**config.mk**
```make
export PLATFORM = sky130hd
export DESIGN_NAME = rsde_regfile
export DESIGN_NICKNAME = d
export VERILOG_FILES = /design/src/rsde_pkg.sv /design/src/rsde_regfile.sv
export SDC_FILE = /design/constraint.sdc
export NUM_CORES = 1
export LEC_CHECK = 0
export BUFFER_PORTS_ARGS = -buffer_cell sky130_fd_sc_hd__buf_4
export CORE_MARGIN = 5
export CORE_UTILIZATION = 42
export CTS_BUF_LIST = sky130_fd_sc_hd__clkbuf_16
export CTS_CLUSTER_SIZE = 25
export DETAILED_ROUTE_END_ITERATION = 10
export PLACE_DENSITY = 0.64
export SLEW_MARGIN = 30
export SYNTH_ARGS = -nofsm -noshare
export SYNTH_HDL_FRONTEND = slang
export SYNTH_SLANG_ARGS = --single-unit
```
**constraint.sdc**
```tcl
create_clock -name clock -period 3.9 [get_ports clock]
set_clock_uncertainty 0.1 [all_clocks]
set_input_delay 0.78 -clock clock [delete_from_list [all_inputs] [get_ports clock]]
set_output_delay 0.78 -clock clock [all_outputs]
set_load 0.005 [all_outputs]
```
**src/rsde_pkg.sv**
```systemverilog
// Package for the instruction executor with DRAM row-buffer timing.
// Holds action and status codes, register indexes, timing defaults and shared structs.
// No dependencies.
`default_nettype none
package rsde_pkg;

   localparam logic [3:0] ACT_ADD  = 4'd0;
   localparam logic [3:0] ACT_ADDI = 4'd1;
   localparam logic [3:0] ACT_SUB  = 4'd2;
   localparam logic [3:0] ACT_MUL  = 4'd3;
   localparam logic [3:0] ACT_J    = 4'd4;
   localparam logic [3:0] ACT_BEQ  = 4'd5;
   localparam logic [3:0] ACT_BNE  = 4'd6;
   localparam logic [3:0] ACT_SLT  = 4'd7;
   localparam logic [3:0] ACT_LW   = 4'd8;
   localparam logic [3:0] ACT_SW   = 4'd9;

   localparam logic [2:0] ST_OK        = 3'd0;
   localparam logic [2:0] ST_WORD_LIM  = 3'd1;
   localparam logic [2:0] ST_UNWRITTEN = 3'd2;
   localparam logic [2:0] ST_MISALIGN  = 3'd3;
   localparam logic [2:0] ST_MEM_OVF   = 3'd4;
   localparam logic [2:0] ST_BAD_TGT   = 3'd5;

   localparam logic [1:0] CSR_ROW_DELAY = 2'd0;
   localparam logic [1:0] CSR_COL_DELAY = 2'd1;

   localparam logic [9:0] ROW_DELAY_RESET = 10'd10;
   localparam logic [9:0] COL_DELAY_RESET = 10'd2;

   localparam int ROW_BYTES = 1024;
   localparam int ROW_SHIFT = $clog2(ROW_BYTES);
   localparam int LINE_LIMIT = 65536;

   localparam logic [5:0] NO_REG = 6'd63;

   typedef struct packed {
      logic        en;
      logic [4:0]  idx;
      logic [31:0] data;
   } rf_wr_type;

   typedef struct packed {
      logic s1_valid;
      logic hold;
   } exec_ctl_type;

endpackage
`default_nettype wire

```
**src/rsde_regfile.sv**
```systemverilog
// Register file: 32 words, two registered read ports, one write port.
// Reset-to-zero via per-entry valid bits; write-to-read forwarding. Uses rsde_pkg.
`default_nettype none
module rsde_regfile (
   input  wire logic                clock,
   input  wire logic                reset,
   input  wire logic                rd_en,
   input  wire logic [5:0]          rd0_addr,
   input  wire logic [5:0]          rd1_addr,
   input  wire rsde_pkg::rf_wr_type wr,
   output logic [31:0]              rd0_data,
   output logic [31:0]              rd1_data
);
   logic [31:0] mem [32];
   logic [31:0] valid_ff;
   logic [31:0] q0_ff, q1_ff, byp_ff;
   logic        zero0_ff, zero1_ff, fwd0_ff, fwd1_ff;
   logic        zero0_in, zero1_in, fwd0_in, fwd1_in;

   assign zero0_in = rd0_addr[5] || !valid_ff[rd0_addr[4:0]];
   assign zero1_in = rd1_addr[5] || !valid_ff[rd1_addr[4:0]];
   assign fwd0_in  = wr.en && !rd0_addr[5] && (wr.idx == rd0_addr[4:0]);
   assign fwd1_in  = wr.en && !rd1_addr[5] && (wr.idx == rd1_addr[4:0]);

   always_ff @(posedge clock) begin
      if (wr.en) begin
         mem[wr.idx] <= wr.data;
      end
      if (rd_en) begin
         q0_ff    <= mem[rd0_addr[4:0]];
         q1_ff    <= mem[rd1_addr[4:0]];
         zero0_ff <= zero0_in;
         zero1_ff <= zero1_in;
         fwd0_ff  <= fwd0_in;
         fwd1_ff  <= fwd1_in;
         byp_ff   <= wr.data;
      end
   end

   always_ff @(posedge clock) begin
      if (reset) begin
         valid_ff <= '0;
      end else if (wr.en) begin
         valid_ff[wr.idx] <= 1'b1;
      end
   end

   assign rd0_data = fwd0_ff ? byp_ff : (zero0_ff ? 32'd0 : q0_ff);
   assign rd1_data = fwd1_ff ? byp_ff : (zero1_ff ? 32'd0 : q1_ff);
endmodule
`default_nettype wire

```
# After elaboration in Yosys (flattened, before gate mapping)
# Memory sizes are Yosys's and may differ from the RTL's. A register that Yosys moved wholly into a read port is not among the register bits.
# Index checks and enable logic that the tools add are counted.
[word_totals]
ff_bits = 68
latch_bits = 0
ramBits = 1024
romBits = 0
in_bits = 53
output_inout_bits = 64
wordCells = 37
n_memories = 1
[mem_list]
columns = ["name", "depth", "width", "read_ports", "rd_clocked_by_memory_dff", "write_ports", "line", "rtl"]
rows = [
  ["mem", 32, 32, 2, 2, 1, "rsde_regfile.sv:14", "logic [31:0] mem [32];"],
]
[op_classes]
addsub = 0
mul = 0
n_div = 0
n_lt_le_gt_ge = 4
n_eq_ne = 2
shift = 0
mux = 12
bitwise = 1
reduce_logical = 11
[ops]
columns = ["cell", "count"]
rows = [
  ["2-to-1 mux 32 bit", 4],
  ["OR 32 bit", 1],
  ["< comparator 5 x 6 -> 1 bit, second input constant", 3],
  ["binary-select mux 1 bit (select 5 bit)", 2],
  ["equality test 5 bit", 2],
  ["demux 1 bit (select 5 bit)", 1],
  [">= comparator 5 x 1 -> 1 bit, second input constant", 1],
  ["logical AND 1 bit", 5],
  ["2-to-1 mux 1 bit", 5],
  ["logical NOT 1 bit", 4],
  ["logical OR 1 bit", 2],
]

# Longest topological paths before layout
[logic_depth]
word_depth = 5
depth_mapped = 7

# Least setup slack after synthesis
# Ideal clock, no wire load.
[synth_timing]
path_type = "input port to flip-flop"
startpoint = "input wr[32] in the netlist's numbering"
endpoint = "memory mem[28][0] (enable)"
arrival_time_ns = 2.980
t_required_ns = 3.377
path_slack_ns = 0.397
cell_stages = 4
path_buffers = 2
cell_sequence = "clkbuf_1 > or3b_2 > clkbuf_1 > nor2_1"
[synth_lines]
columns = ["element", "line", "rtl"]
rows = [
  ["start, declared", "rsde_regfile.sv:10", "input wire rsde_pkg::rf_wr_type wr,"],
  ["end, declared", "rsde_regfile.sv:14", ""],
]
# Straight into the memory's write port.

# Worst setup path in the final report
[layout_timing]
startpoint = "register fwd1_ff"
endpoint = "output rd1_data[30]"
[layout_via]
elab_chain_cells = 1
[layout_lines]
columns = ["element", "line", "rtl"]
rows = [
  ["start, declared", "rsde_regfile.sv:17", "logic zero0_ff, zero1_ff, fwd0_ff, fwd1_ff;"],
  ["start signal, assigned", "rsde_regfile.sv:35", "fwd1_ff <= fwd1_in;"],
  ["2-to-1 mux 32 bit", "rsde_regfile.sv:49", "assign rd1_data = fwd1_ff ? byp_ff : (zero1_ff ? 32'd0 : q1_ff);"],
  ["end, declared", "rsde_regfile.sv:12", "output logic [31:0] rd1_data"],
]
# No other way between the ends.

==> results.py <==
metrics = {
    "global_routing": {
        "grt_pass1_wl_mm": 206,
        "grt_max_degree": 101,
        "grt_usage": 0.220,
        "antenna_found_initial": 1,
        "grt_overflow": 0,
        "first_global_vias": 28649,
    },
    "timing": {
        "rsz0062_at_grt": "false",
        "setup_viol": 0,
        "fin_ws_ns": 0.807,
        "slew_headroom": 0.376,
        "tightestPinTransition_ns": 0.933,
        "maxSlewViolCount": 0,
        "tns_ns": 0,
        "period_share": 0.793,
        "fmax_mhz": 323,
        "period_minus_slack_ns": 3.09,
        "hold_viol": 0,
    },
    "yosys": {
        "ys_types": 36,
        "ys_warn_count": 0,
        "synthesis.nets": 2338,
        "synth_edf_count": 1124,
        "ys_ff_latch": 1156,
        "syn-cell-area_mm2": 0.0521,
        "syn_area_per_cell_um2": 22.8,
        "synthCells": 2285,
        "async_reset_ff_frac": 0,
        "synth_ff_type": "edfxtp_1",
        "ys_seq_area_frac": 0.661,
    },
    "status": {
        "status": "finished, final reports clean",
    },
    "place": {
        "place_area_mm2": 0.0559,
        "pre_cts_ws_ns": 0.522,
        "port_buffers": 116,
        "routabilityCongestion": 0.774,
        "dpl.hpwl_mm": 78.9,
    },
    "setup_path": {
        "end_kind": "primary output",
        "arrival_ns": 2.21,
        "cp-start-kind": "register",
        "criticalPathCategory": "reg -> out",
        "crit_chain": "buf_4 -> o21ai_0 -> buf_4",
        "crit_required_ns": 3.02,
        "crit_path_frequent_cell": "buf_4",
        "critPathMaxFanout": 33,
        "cpPeakStageDelay_ns": 0.59,
        "slowest_stage": "buf_4",
    },
    "floorplan": {
        "die-height_um": 362,
        "io_pins": 117,
        "die_w_um": 362,
        "die-area_mm2": 0.131,
        "rows": 129,
        "initial_utilization": 0.422,
        "core_area_mm2": 0.123,
    },
    "clock_tree": {
        "clk_latency_ns": 0.71,
        "h-tree-depth": 3,
        "clock-root-buffer": "clkbuf_16",
        "cts_tree": "built",
        "clockBufferDepth": 3,
        "cts.clk_slew.worst_paths_ns": 0.06,
        "hold_buffers": 0,
        "cts_resized": 0,
        "postCtsSetupRepairBufs": 0,
        "cts.sinks": 1156,
        "cts_buffers": 116,
    },
    "pwr": {
        "power.density_mw_per_mm2": 454,
        "power_uw": 27100,
        "p_leak_uw": 0.0186,
        "worst_ir_drop_vdd_mv": 0.383,
    },
    "finish": {
        "post-route-cell-area_mm2": 0.0596,
        "antennaDiodeCount": 0,
        "regArea_mm2": 0.0344,
        "fin_nets": 2504,
        "drive_gt1_frac": 0.452,
        "fill_cells": 9854,
        "syn_to_final_growth_pct": 14.4,
        "final_core_util": 0.483,
        "multi_input_area_mm2": 0.0171,
    },
    "detailed_routing": {
        "num_vias": 26765,
        "drc": 0,
        "vias_per_cell": 6.39,
        "post_drt_wl_per_cell_um": 34.3,
        "first_pass_iters": 5,
        "final_antenna_net_count": 0,
        "drtIter0Drc": 3067,
        "wl_mm": 144,
    },
    "worst_hold_path": {
        "hold_class": "in -> reg",
    },
    "job": {
        "maxCapViolations": 0,
    },
}
-- Yosys cell counts (7+ instances only) --
cell / instances / share of area
edfxtp_1: 1124 / 0.65
mux4_2: 652 / 0.28
nor2_1: 102 / 0.0074
clkbuf_1: 100 / 0.0072
mux2_2: 67 / 0.014
a22o_1: 62 / 0.010
buf_2: 46 / 0.0044
dfxtp_1: 32 / 0.012
buf_1: 19 / 0.0014
buf_4: 10 / 0.0014
mux2i_1: 9 / 0.0017
buf_6: 7 / 0.0015
nand3b_1: 7 / 0.0010
-- cells in the final DEF, fill, tap and decap left out, types with 7 or more instances in the layout --
master	n
nand3b_1	7
dfxtp_1	32
buf_12	47
edfxtp_1	1124
mux2i_1	9
bufinv_16	11
clkinv_1	32
nor2_1	68
mux2_2	67
mux4_2	652
clkbuf_16	117
clkinv_2	22
nor2_4	34
buf_4	177
a22o_1	62
inv_1	23
-- cell type report --
| cell class | instances | area share |
|---|---|---|
| well taps | 1637 | 0.0344 |
| flip-flops and latches | 1156 | 0.577 |
| repair buffers | 230 | 0.0395 |
| inverters | 3 | 0.000189 |
| clock buffers | 117 | 0.0491 |
| multi-input cells | 944 | 0.287 |
| clock inverters | 99 | 0.0128 |
-- flip-flops by register name (all words and copies together) (netlist names) --
name	count
byp_ff	32
fwd0_ff	1
fwd1_ff	1
mem	1024
q0_ff	32
q1_ff	32
valid_ff	32
zero0_ff	1
zero1_ff	1
-- worst paths after layout --
check,cells past startpoint,end,slack (ns),start
worst max-delay path,3,rd1_data[30],0.81,fwd1_ff$_DFFE_PP_
worst min-delay path,2,fwd1_ff$_DFFE_PP_,0.32,rd1_addr[5]
worst max register to register,3,q1_ff[19]$_DFFE_PP_,1.82,mem[21][19]$_DFFE_PP_
worst min register to register,2,valid_ff[8]$_SDFFE_PP0P_,0.39,valid_ff[8]$_SDFFE_PP0P_
-- worst max-delay path, delay by kind of cell, from the launching register on --
kind,cells,cell delay (ns)
compound gates,1,0.32
buf+inv,2,0.80
flops,1,0.41
-- metrics by stage --
stage / std cells / hold slack, ns
after floorplan: 2285 / 0.352
after global placement: 3970 / 0.364
after detailed placement: 3970 / 0.383
after CTS: 4186 / 0.273
after global routing: 4186 / 0.298
final: 4186 / 0.323
-- per-layer routing --
layer | vias to the layer above | part of all wire | track usage
met4 | 2 | 0.031 | 0.0672
li1 | 10512 | - | -
met1 | 14681 | 0.39 | 0.298
met3 | 239 | 0.080 | 0.0423
met5 | - | 0.000056 | 0
met2 | 1331 | 0.50 | 0.364
-- report_power, final --
group	switching [µW]	total [µW]	leakage (µW)	internal (µW)
sequential	109	14000	0.0105	13900
clock	4720	10900	0.00188	6150
combinational	1100	2190	0.00629	1090
total	5930	27100	0.0186	21100
-- cell families (layout without fill, tap and decap cells) --
logic type | Yosys count | in the layout | share of synthesized area
flip-flops | 1156 | 1156 | 0.661
buffers and inverters | 185 | 449 | 0.0162
XOR/XNOR | 10 | 10 | 0.00168
multiplexers | 728 | 728 | 0.298
AND/OR/NAND/NOR | 134 | 134 | 0.0114
AO/OA/AOI/OAI | 72 | 72 | 0.0119
Power figures use the tool's default switching activity.
