**src/rsde_pkg.sv**
```systemverilog
// Package for the instruction executor with DRAM row-buffer timing.
// Holds action and status codes, register indexes, timing defaults and shared structs.
// No dependencies.
`default_nettype none
package rsde_pkg;

   localparam logic [3:0] ACT_ADD  = 4'd0;
   localparam logic [3:0] ACT_ADDI = 4'd1;
   localparam logic [3:0] ACT_SUB  = 4'd2;
   localparam logic [3:0] ACT_MUL  = 4'd3;
   localparam logic [3:0] ACT_J    = 4'd4;
   localparam logic [3:0] ACT_BEQ  = 4'd5;
   localparam logic [3:0] ACT_BNE  = 4'd6;
   localparam logic [3:0] ACT_SLT  = 4'd7;
   localparam logic [3:0] ACT_LW   = 4'd8;
   localparam logic [3:0] ACT_SW   = 4'd9;

   localparam logic [2:0] ST_OK        = 3'd0;
   localparam logic [2:0] ST_WORD_LIM  = 3'd1;
   localparam logic [2:0] ST_UNWRITTEN = 3'd2;
   localparam logic [2:0] ST_MISALIGN  = 3'd3;
   localparam logic [2:0] ST_MEM_OVF   = 3'd4;
   localparam logic [2:0] ST_BAD_TGT   = 3'd5;

   localparam logic [1:0] CSR_ROW_DELAY = 2'd0;
   localparam logic [1:0] CSR_COL_DELAY = 2'd1;

   localparam logic [9:0] ROW_DELAY_RESET = 10'd10;
   localparam logic [9:0] COL_DELAY_RESET = 10'd2;

   localparam int ROW_BYTES = 1024;
   localparam int ROW_SHIFT = $clog2(ROW_BYTES);
   localparam int LINE_LIMIT = 65536;

   localparam logic [5:0] NO_REG = 6'd63;

   typedef struct packed {
      logic        en;
      logic [4:0]  idx;
      logic [31:0] data;
   } rf_wr_type;

   typedef struct packed {
      logic s1_valid;
      logic hold;
   } exec_ctl_type;

endpackage
`default_nettype wire

```
**src/rsde_exec.sv**
```systemverilog
// Execute stage: holds the item whose operands were read, computes result and status,
// updates DRAM timing state, writes back and loads the response register. Uses rsde_pkg.
`default_nettype none
module rsde_exec #(
   parameter int MEM_WORDS = 262144
) (
   input  wire logic                         clock,
   input  wire logic                         reset,
   input  wire logic                         accept,
   input  wire logic [3:0]                   action,
   input  wire logic [15:0]                  line_index,
   input  wire logic [5:0]                   dest_reg,
   input  wire logic [5:0]                   src_a_reg,
   input  wire logic [5:0]                   src_b_reg,
   input  wire logic signed [31:0]           immediate,
   input  wire logic [31:0]                  op0,
   input  wire logic [31:0]                  op1,
   input  wire logic                         mem_valid,
   input  wire logic [31:0]                  mem_data,
   input  wire logic [9:0]                   row_delay,
   input  wire logic [9:0]                   col_delay,
   input  wire logic                         out_stall,
   output rsde_pkg::exec_ctl_type            ctl,
   output rsde_pkg::rf_wr_type               rf_wr,
   output logic                              dm_wr_en,
   output logic [$clog2(MEM_WORDS)-1:0]      dm_wr_idx,
   output logic [31:0]                       dm_wr_data,
   output logic                              out_valid,
   output logic [2:0]                        out_status,
   output logic [15:0]                       out_next_line,
   output logic                              out_reg_write,
   output logic [4:0]                        out_written_reg,
   output logic signed [31:0]                out_written_value,
   output logic [31:0]                       out_cycle_total,
   output logic [31:0]                       out_row_activations,
   output logic [11:0]                       out_overlap_credit
);
   localparam int AW    = $clog2(MEM_WORDS);
   localparam int BA    = AW + 2;
   localparam int ROW_W = BA - rsde_pkg::ROW_SHIFT;
   localparam int LIMIT = MEM_WORDS * 4;

   logic                s1_valid_ff;
   logic [3:0]          act_ff;
   logic [15:0]         line_ff;
   logic [5:0]          d_ff, a_ff, b_ff;
   logic signed [31:0]  imm_ff;

   logic [11:0]         save_ff, save_in;
   logic [31:0]         clk_ff, clk_in;
   logic [31:0]         actv_ff, actv_in;
   logic [ROW_W-1:0]    row_ff, row_in;
   logic                row_open_ff, row_open_in;
   logic [5:0]          busy_ff, busy_in;

   logic                rsp_valid_ff;
   logic [2:0]          rsp_status_ff;
   logic [15:0]         rsp_next_ff;
   logic                rsp_wr_ff;
   logic [4:0]          rsp_wreg_ff;
   logic [31:0]         rsp_wval_ff;

   logic                fire;
   logic [2:0]          status;
   logic [15:0]         next;
   logic                have;
   logic [31:0]         result, wval;
   logic                in_range, aligned, tgt_ok, eq, taken;
   logic                bd, ba, bb, hit;
   logic [32:0]         sum33;
   logic [31:0]         prod;
   logic [ROW_W-1:0]    row;
   logic [11:0]         cost;
   logic                do_wr;

   assign fire = s1_valid_ff && (!rsp_valid_ff || !out_stall);

   assign in_range = (imm_ff >= 0) && (imm_ff < LIMIT);
   assign aligned  = (imm_ff[1:0] == 2'b00);
   assign tgt_ok   = (imm_ff >= 1) && (imm_ff <= rsde_pkg::LINE_LIMIT);
   assign eq       = (op0 == op1);
   assign bd       = !d_ff[5] && (d_ff == busy_ff);
   assign ba       = !a_ff[5] && (a_ff == busy_ff);
   assign bb       = !b_ff[5] && (b_ff == busy_ff);
   assign prod     = op0 * op1;
   assign row      = imm_ff[BA-1:rsde_pkg::ROW_SHIFT];

   always_comb begin
      status      = rsde_pkg::ST_OK;
      next        = line_ff + 16'd1;
      have        = 1'b0;
      result      = '0;
      wval        = '0;
      taken       = 1'b0;
      hit         = 1'b0;
      sum33       = '0;
      cost        = '0;
      save_in     = save_ff;
      clk_in      = clk_ff;
      actv_in     = actv_ff;
      row_in      = row_ff;
      row_open_in = row_open_ff;
      busy_in     = busy_ff;
      if (!row_open_ff) begin
         cost = 12'(row_delay) + 12'(col_delay);
      end else if (row_ff == row) begin
         cost = 12'(col_delay);
      end else begin
         cost = 12'({row_delay, 1'b0}) + 12'(col_delay);
      end
      unique case (act_ff)
         rsde_pkg::ACT_ADD, rsde_pkg::ACT_SUB: begin
            sum33 = (act_ff == rsde_pkg::ACT_ADD) ?
                    {op0[31], op0} + {op1[31], op1} : {op0[31], op0} - {op1[31], op1};
            if ((sum33[32] != sum33[31]) || (sum33 == 33'h1_8000_0000)) begin
               status = rsde_pkg::ST_WORD_LIM;
            end else begin
               result = sum33[31:0];
               have   = 1'b1;
               hit    = bd || ba || bb;
            end
         end
         rsde_pkg::ACT_ADDI: begin
            result = op0 + imm_ff;
            have   = 1'b1;
            hit    = bd || ba;
         end
         rsde_pkg::ACT_MUL: begin
            result = prod;
            have   = 1'b1;
            hit    = bd || ba || bb;
         end
         rsde_pkg::ACT_J: begin
            if (!tgt_ok) begin
               status = rsde_pkg::ST_BAD_TGT;
            end else begin
               next   = imm_ff[15:0] - 16'd1;
               clk_in = clk_ff + 32'd1;
               if (save_ff != 12'd0) begin
                  save_in = save_ff - 12'd1;
               end
            end
         end
         rsde_pkg::ACT_BEQ, rsde_pkg::ACT_BNE: begin
            taken = (act_ff == rsde_pkg::ACT_BEQ) ? eq : !eq;
            hit   = bd || ba;
            if (taken && !tgt_ok) begin
               status = rsde_pkg::ST_BAD_TGT;
            end else if (taken) begin
               next = imm_ff[15:0] - 16'd1;
            end
         end
         rsde_pkg::ACT_SLT: begin
            result = ($signed(op0) < $signed(op1)) ? 32'd1 : 32'd0;
            have   = 1'b1;
            clk_in = clk_ff + 32'd1;
         end
         rsde_pkg::ACT_LW: begin
            if (!in_range || !mem_valid) begin
               status = rsde_pkg::ST_UNWRITTEN;
            end else if (!aligned) begin
               status = rsde_pkg::ST_MISALIGN;
            end else begin
               result  = mem_data;
               have    = 1'b1;
               busy_in = d_ff[5] ? rsde_pkg::NO_REG : d_ff;
            end
         end
         rsde_pkg::ACT_SW: begin
            if (!in_range) begin
               status = rsde_pkg::ST_MEM_OVF;
            end else if (!aligned) begin
               status = rsde_pkg::ST_MISALIGN;
            end else begin
               wval = op0;
            end
         end
         default: begin
         end
      endcase
      if (status == rsde_pkg::ST_OK) begin
         if ((act_ff == rsde_pkg::ACT_ADD) || (act_ff == rsde_pkg::ACT_SUB) ||
             (act_ff == rsde_pkg::ACT_ADDI) || (act_ff == rsde_pkg::ACT_MUL) ||
             (act_ff == rsde_pkg::ACT_BEQ) || (act_ff == rsde_pkg::ACT_BNE)) begin
            if ((save_ff != 12'd0) && !hit) begin
               save_in = save_ff - 12'd1;
            end else begin
               clk_in  = clk_ff + 32'd1;
               save_in = '0;
            end
         end
         if ((act_ff == rsde_pkg::ACT_LW) || (act_ff == rsde_pkg::ACT_SW)) begin
            clk_in      = clk_ff + 32'(cost) + 32'd1;
            save_in     = cost;
            row_in      = row;
            row_open_in = 1'b1;
            if (!row_open_ff || (row_ff != row)) begin
               actv_in = actv_ff + 32'd1;
            end
         end
      end else begin
         next = line_ff;
      end
   end

   assign do_wr = (status == rsde_pkg::ST_OK) && have && !d_ff[5];

   assign rf_wr.en    = fire && do_wr;
   assign rf_wr.idx   = d_ff[4:0];
   assign rf_wr.data  = result;
   assign dm_wr_en    = fire && (status == rsde_pkg::ST_OK) && (act_ff == rsde_pkg::ACT_SW);
   assign dm_wr_idx   = imm_ff[AW+1:2];
   assign dm_wr_data  = op0;

   always_ff @(posedge clock) begin
      if (accept) begin
         act_ff  <= action;
         line_ff <= line_index;
         d_ff    <= dest_reg;
         a_ff    <= src_a_reg;
         b_ff    <= src_b_reg;
         imm_ff  <= immediate;
      end
      if (fire) begin
         rsp_status_ff <= status;
         rsp_next_ff   <= next;
         rsp_wr_ff     <= do_wr;
         rsp_wreg_ff   <= do_wr ? d_ff[4:0] : 5'd0;
         rsp_wval_ff   <= do_wr ? result : wval;
      end
   end

   always_ff @(posedge clock) begin
      if (reset) begin
         s1_valid_ff  <= 1'b0;
         rsp_valid_ff <= 1'b0;
         save_ff      <= '0;
         clk_ff       <= '0;
         actv_ff      <= '0;
         row_ff       <= '0;
         row_open_ff  <= 1'b0;
         busy_ff      <= rsde_pkg::NO_REG;
      end else begin
         if (accept) begin
            s1_valid_ff <= 1'b1;
         end else if (fire) begin
            s1_valid_ff <= 1'b0;
         end
         if (fire) begin
            rsp_valid_ff <= 1'b1;
            save_ff      <= save_in;
            clk_ff       <= clk_in;
            actv_ff      <= actv_in;
            row_ff       <= row_in;
            row_open_ff  <= row_open_in;
            busy_ff      <= busy_in;
         end else if (!out_stall) begin
            rsp_valid_ff <= 1'b0;
         end
      end
   end

   assign ctl.s1_valid = s1_valid_ff;
   assign ctl.hold     = s1_valid_ff && !fire;

   assign out_valid           = rsp_valid_ff;
   assign out_status          = rsp_status_ff;
   assign out_next_line       = rsp_next_ff;
   assign out_reg_write       = rsp_wr_ff;
   assign out_written_reg     = rsp_wreg_ff;
   assign out_written_value   = rsp_wval_ff;
   assign out_cycle_total     = clk_ff;
   assign out_row_activations = actv_ff;
   assign out_overlap_credit  = save_ff;
endmodule
`default_nettype wire

```
**config.mk**
```make
export PLATFORM = sky130hd
export DESIGN_NAME = rsde_exec
export DESIGN_NICKNAME = d
export VERILOG_FILES = /design/src/rsde_pkg.sv /design/src/rsde_exec.sv
export SDC_FILE = /design/constraint.sdc
export NUM_CORES = 2
export LEC_CHECK = 0
export ABC_AREA = 1
export BUFFER_PORTS_ARGS = -buffer_cell sky130_fd_sc_hd__buf_2
export CORE_UTILIZATION = 38
export CTS_CLUSTER_DIAMETER = 200
export DETAILED_ROUTE_END_ITERATION = 10
export PLACE_DENSITY = 0.53
export SLEW_MARGIN = 25
export SYNTH_ARGS = -nofsm -noshare
export SYNTH_HDL_FRONTEND = slang
export SYNTH_SLANG_ARGS = --single-unit
```
**constraint.sdc**
```tcl
create_clock -name clock -period 13.4 [get_ports clock]
set_input_delay 2.01 -clock clock [delete_from_list [all_inputs] [get_ports clock]]
set_output_delay 2.01 -clock clock [all_outputs]
set_load 0.02 [all_outputs]
```
# [Yosys cells after proc, flatten, opt, wreduce, memory -nomap -nowiden]
# Cells that the tools add are included.
# Widths: inputs -> output; s select.
[op_classes] n_addsub=12 multipliers=1 n_lt_le_gt_ge=5 n_eq_ne=18 n_mux=49 bitwise=1 reduce_logical=50
[op_table] op="$mux 32" n=12
[op_table] op="$pmux 32 s5" n=1
[op_table] op="$mux 12" n=9
[op_table] op="$add 32x1->32 const B" n=3
[op_table] op="$mux 16" n=4
[op_table] op="$pmux 32 s2" n=1
[op_table] op="$add 32x32->33" n=1
[op_table] op="$eq 33x33->1 const B" n=1
[op_table] op="$mux 33" n=1
[op_table] op="$sub 32x32->33" n=1
[op_table] op="$add 32x12->32" n=1
[op_table] op="$add 32x32->32" n=1
[op_table] op="$eq 32x32->1" n=1
[op_table] op="$ge 32x1->1 const B" n=1
[op_table] op="$ge 32x2->1 const B" n=1
[op_table] op="$le 32x18->1 const B" n=1
[op_table] op="$lt 32x22->1 const B" n=1
[op_table] op="$lt 32x32->1" n=1
[op_table] op="$mul 32x32->32" n=1
[op_table] op="$pmux 16 s2" n=1
[op_table] op="$eq 6x6->1" n=3
[op_table] op="$add 16x1->16 const B" n=1
[op_table] op="$eq 4x3->1 const B" n=4
[op_table] op="$sub 16x1->16 const B" n=1
[op_table] op="29 further kinds" n=83
[word_totals] regBits=222

# [Logic depth before layout (Yosys ltp)]
[logic_depth] word_depth=12 mapped_depth=36 mapped_depth_nobuf=35

# [Least setup slack after synthesis]
# No wires, ideal clock.
[synth_path] kind="input to output" startpoint="in op0[16]" endpoint="out rf_wr[29] (netlist name)" t_arrival_ns=8.376 required_ns=11.390 path_slack_ns=3.014 stages=24 path_buffers=2 path_cell_list="clkbuf_1 > clkbuf_1 > nand2_1 > fa_1 > fa_1 > fa_1 > fa_1 > fa_1 > inv_1 > fa_1 > fa_1 > fa_1 > ha_1 > nand2_1 > nor4_1 > nand3_1 > nand3_1 > nand3_1 > nand2_1 > a31oi_1 > nor2_1 > nor2_1 > a221oi_1 > nand2_1"
[synth_rtl] item="from (decl)" line="rsde_exec.sv:16" rtl="input wire logic [31:0] op0,"
[synth_rtl] item="to (decl)" line="rsde_exec.sv:24" rtl="output rsde_pkg::rf_wr_type rf_wr,"

==> key figures <==
Finish
  – Layout net count: 6695
  – Final core utilization: 42.0%
  – Commonest cells after routing, fill and taps aside: nand2_1 (1617), inv_1 (1201), fa_1 (414), buf_2 (414), nor2_1 (316)
  – Most common cell after layout, fill and taps aside: nand2_1
  – P&R area growth vs syn: 9.28%
  – Layout cells sized above 1: 9.62%
  – Cell Count, Final, Fillers Out: 7162
  – Fill count: 10800

Logic synthesis
  – Most used flip-flop cell after synthesis: edfxtp_1
  – Post-synthesis xor/xnor area fraction: 4.59%
  – Largest family of logic cells by synthesized area: adder cells
  – Mapped Area: 38500 um^2
  – Synth Area in Adders: 29.9%
  – Syn nets: 6489
  – Synth Area per Inst: 6.84 um^2
  – Post-synth EDFFs: 127
  – Compound-Gate Fraction of Synth Area: 10.3%
  – Synthesized instance count: 5627
  – Mux share of post-synthesis cell area: 0.0553%
  – Register area share after synthesis: 14.9%
  – Distinct cells, synth: 67
  – Synth warnings: 0
  – Async set-reset flop share out of synthesis: 0%
  – Post-Synth Simple-Gate Area: 24.8%
  – Synth Register Bits: 222

CTS
  – H-Tree Depth: 1
  – Clock Pin Slew Worst Setup and Hold Paths: 60 ps
  – Post CTS Setup Buffer Count: 0
  – CTS sink cnt: 222
  – Worst skew pair latency: 620 ps
  – CTS tree: yes
  – CTS Hold Bufs: 0
  – CTS Buf Count: 28
  – PostCTS Resize Cnt: 0
  – Clock root cell: clkbuf_16
  – Max clock buf depth: 3

Die
  – Core area: 100000 um^2
  – Die Y: 320 um
  – Die Area: 103000 um^2
  – Initial Util: 38.4%
  – Die width: 320 um
  – Std-Cell Rows: 116
  – I/O pin total: 416

Place
  – Routability Congestion: 1.00
  – I/O Buffers: 415
  – Final HPWL DP: 128000 um
  – Post-Place Worst Slack: 1530 ps
  – Placed cell count: 7100

Pwr
  – VDD IR max: 0.527 mV
  – Cell Pwr Density: 274 nW/um^2
  – Pleak: 22.9 nW
  – Tot Pwr: 11.5 mW

Drt
  – Initial detailed-routing violation count: 3000
  – DRC errors left: 0
  – Wirelength per Cell: 22.0 um
  – Vias: 37200
  – Via-to-Cell Ratio: 5.19
  – Detailed Routing Iterations Pass 1: 5
  – Antenna-violating nets left: 0
  – Routed wire length: 157000 um

STA
  – Final setup viols: 0
  – Setup TNS: 0 ps
  – Slew @ Worst Pin: 1100 ps
  – Fin crit period: 11910 ps
  – Slew Viols, Final: 0
  – Setup WS post-layout: 1490 ps
  – Final period utilization: 88.9%
  – Clock skew: 35.3 ps
  – RSZ-0062 raised after global routing: false
  – Worst rel slew slack: 26.0%
  – Endpoints failing hold: 0
  – F_max: 83.9 MHz

Global routing
  – Grt total ovfl: 0
  – First-pass GRT wire length: 235000 um
  – GR Util All Layers: 30.5%
  – Largest net degree at the start of global routing: 85
  – Initial antenna violation count: 28
  – Vias in the first global route: 36700

Setup path
  – Worst-path fanout max: 24
  – Worst setup EP type: output port
  – Critical Path RT: 11390 ps
  – Worst EP arrival: 9900 ps
  – Crit path kind: in -> out
  – FF-to-FF path depth: 17
  – Startpoint Class: input port

Hold path
  – Hold crit path type: reg -> reg
  – Worst Hold Path Cells: 2

Status
  – Status: complete, no violations

Run
  – Max Cap Viol: 0
==> synthesized netlist by cell type (5+ instances only) <==
| library cell | number | area (um^2) |
|---|---|---|
| buf_2 | 42 | 210 |
| nand3_1 | 196 | 981 |
| buf_4 | 63 | 473 |
| nor4_1 | 21 | 131 |
| nand2_2 | 8 | 50.1 |
| fa_1 | 414 | 8290 |
| o211ai_1 | 17 | 128 |
| dfxtp_1 | 95 | 1900 |
| nor2_2 | 14 | 87.6 |
| edfxtp_1 | 127 | 3810 |
| o22ai_1 | 21 | 131 |
| a21oi_1 | 295 | 1480 |
| inv_2 | 19 | 71.3 |
| o21ai_0 | 215 | 1080 |
| ha_1 | 257 | 3220 |
| o21bai_1 | 16 | 120 |
| a21boi_0 | 7 | 52.6 |
| nand2_1 | 1617 | 6070 |
| xnor2_1 | 48 | 420 |
| a211oi_1 | 9 | 67.6 |
| a31oi_1 | 5 | 31.3 |
| o2111ai_1 | 24 | 210 |
| o221ai_1 | 7 | 61.3 |
| inv_1 | 1202 | 4510 |
| or2_2 | 10 | 62.6 |
| and2_1 | 8 | 50.1 |
| clkbuf_1 | 154 | 578 |
| o21ai_1 | 15 | 75.1 |
| o21a_1 | 6 | 45.0 |
| nor3_1 | 61 | 305 |
| nand4_1 | 59 | 369 |
| buf_1 | 9 | 33.8 |
| nor2_1 | 318 | 1190 |
| a22o_1 | 28 | 245 |
| xor2_1 | 150 | 1310 |
==> final timing paths <==
kind	slack [ps]	endpoint	start
min reg2reg	470	row_ff[6]	row_ff[6]
max reg2reg	7550	out_written_value[0]	act_ff[0]
max	1490	rf_wr[29]	op0[12]
min	470	row_ff[6]	row_ff[6]
==> per-layer routing <==
metal  up-vias  part of all wire, %  global-route usage [%]
li1      17600                    -                       -
met1     17900                   42                    40.0
met2      1328                   46                    49.8
met3       253                  8.4                    6.16
met4        30                  3.7                    10.2
met5         -                 0.12                       0
==> power by group <==
part,switching [mW],internal [mW],total (mW)
Sequential,0.0487,0.770,0.819
Combinational,6.40,3.53,9.92
Clock,0.332,0.449,0.781
Total,6.78,4.74,11.5
==> through the flow <==
stage	hold WS [ps]	instance area [um^2]
2_1_floorplan	443	38500
3_3_place_gp	456	41100
3_5_place_dp	461	41100
4_1_cts	470	42000
5_1_grt	501	42000
6_report	471	42100
==> critical path, cell delays in order <==
cell and delay (ps):
buf_2 640, ha_1 470, fa_1 480, inv_1 80, fa_1 460, fa_1 580
fa_1 450, fa_1 550, inv_1 70, fa_1 450, fa_1 520, fa_1 430
ha_1 380, nand2_1 130, nor4_1 470, nand3_1 130, nand3_1 230, nand3_1 100
nand2_1 150, a31oi_1 130, nor2_1 120, nor2_1 120, a221oi_1 390, nand2_1 120
buf_2 200
==> layout make-up <==
class / count / area (um^2) / area share (%)
multi-input cells: 3905 / 26800 / 63.8
flip-flops and latches: 222 / 5720 / 13.6
inverters: 1227 / 4610 / 11.0
clock inverters: 13 / 156 / 0.372
well taps: 1298 / 1620 / 3.86
repair buffers: 449 / 2350 / 5.59
diodes: 9 / 22.5 / 0.0536
clock buffers: 39 / 752 / 1.79
==> kinds of logic (layout without fill, tap and decap cells) <==
| kind of cell | Yosys count | count (layout) |
|---|---|---|
| flops | 222 | 222 |
| other cells | 0 | 9 |
| mux | 2 | 2 |
| buf+inv | 1500 | 1728 |
| simple gates | 2339 | 2339 |
| compound gates | 693 | 693 |
| xor+xnor | 200 | 200 |
| fa+ha+maj | 671 | 671 |
Power figures use the tool's default switching activity.
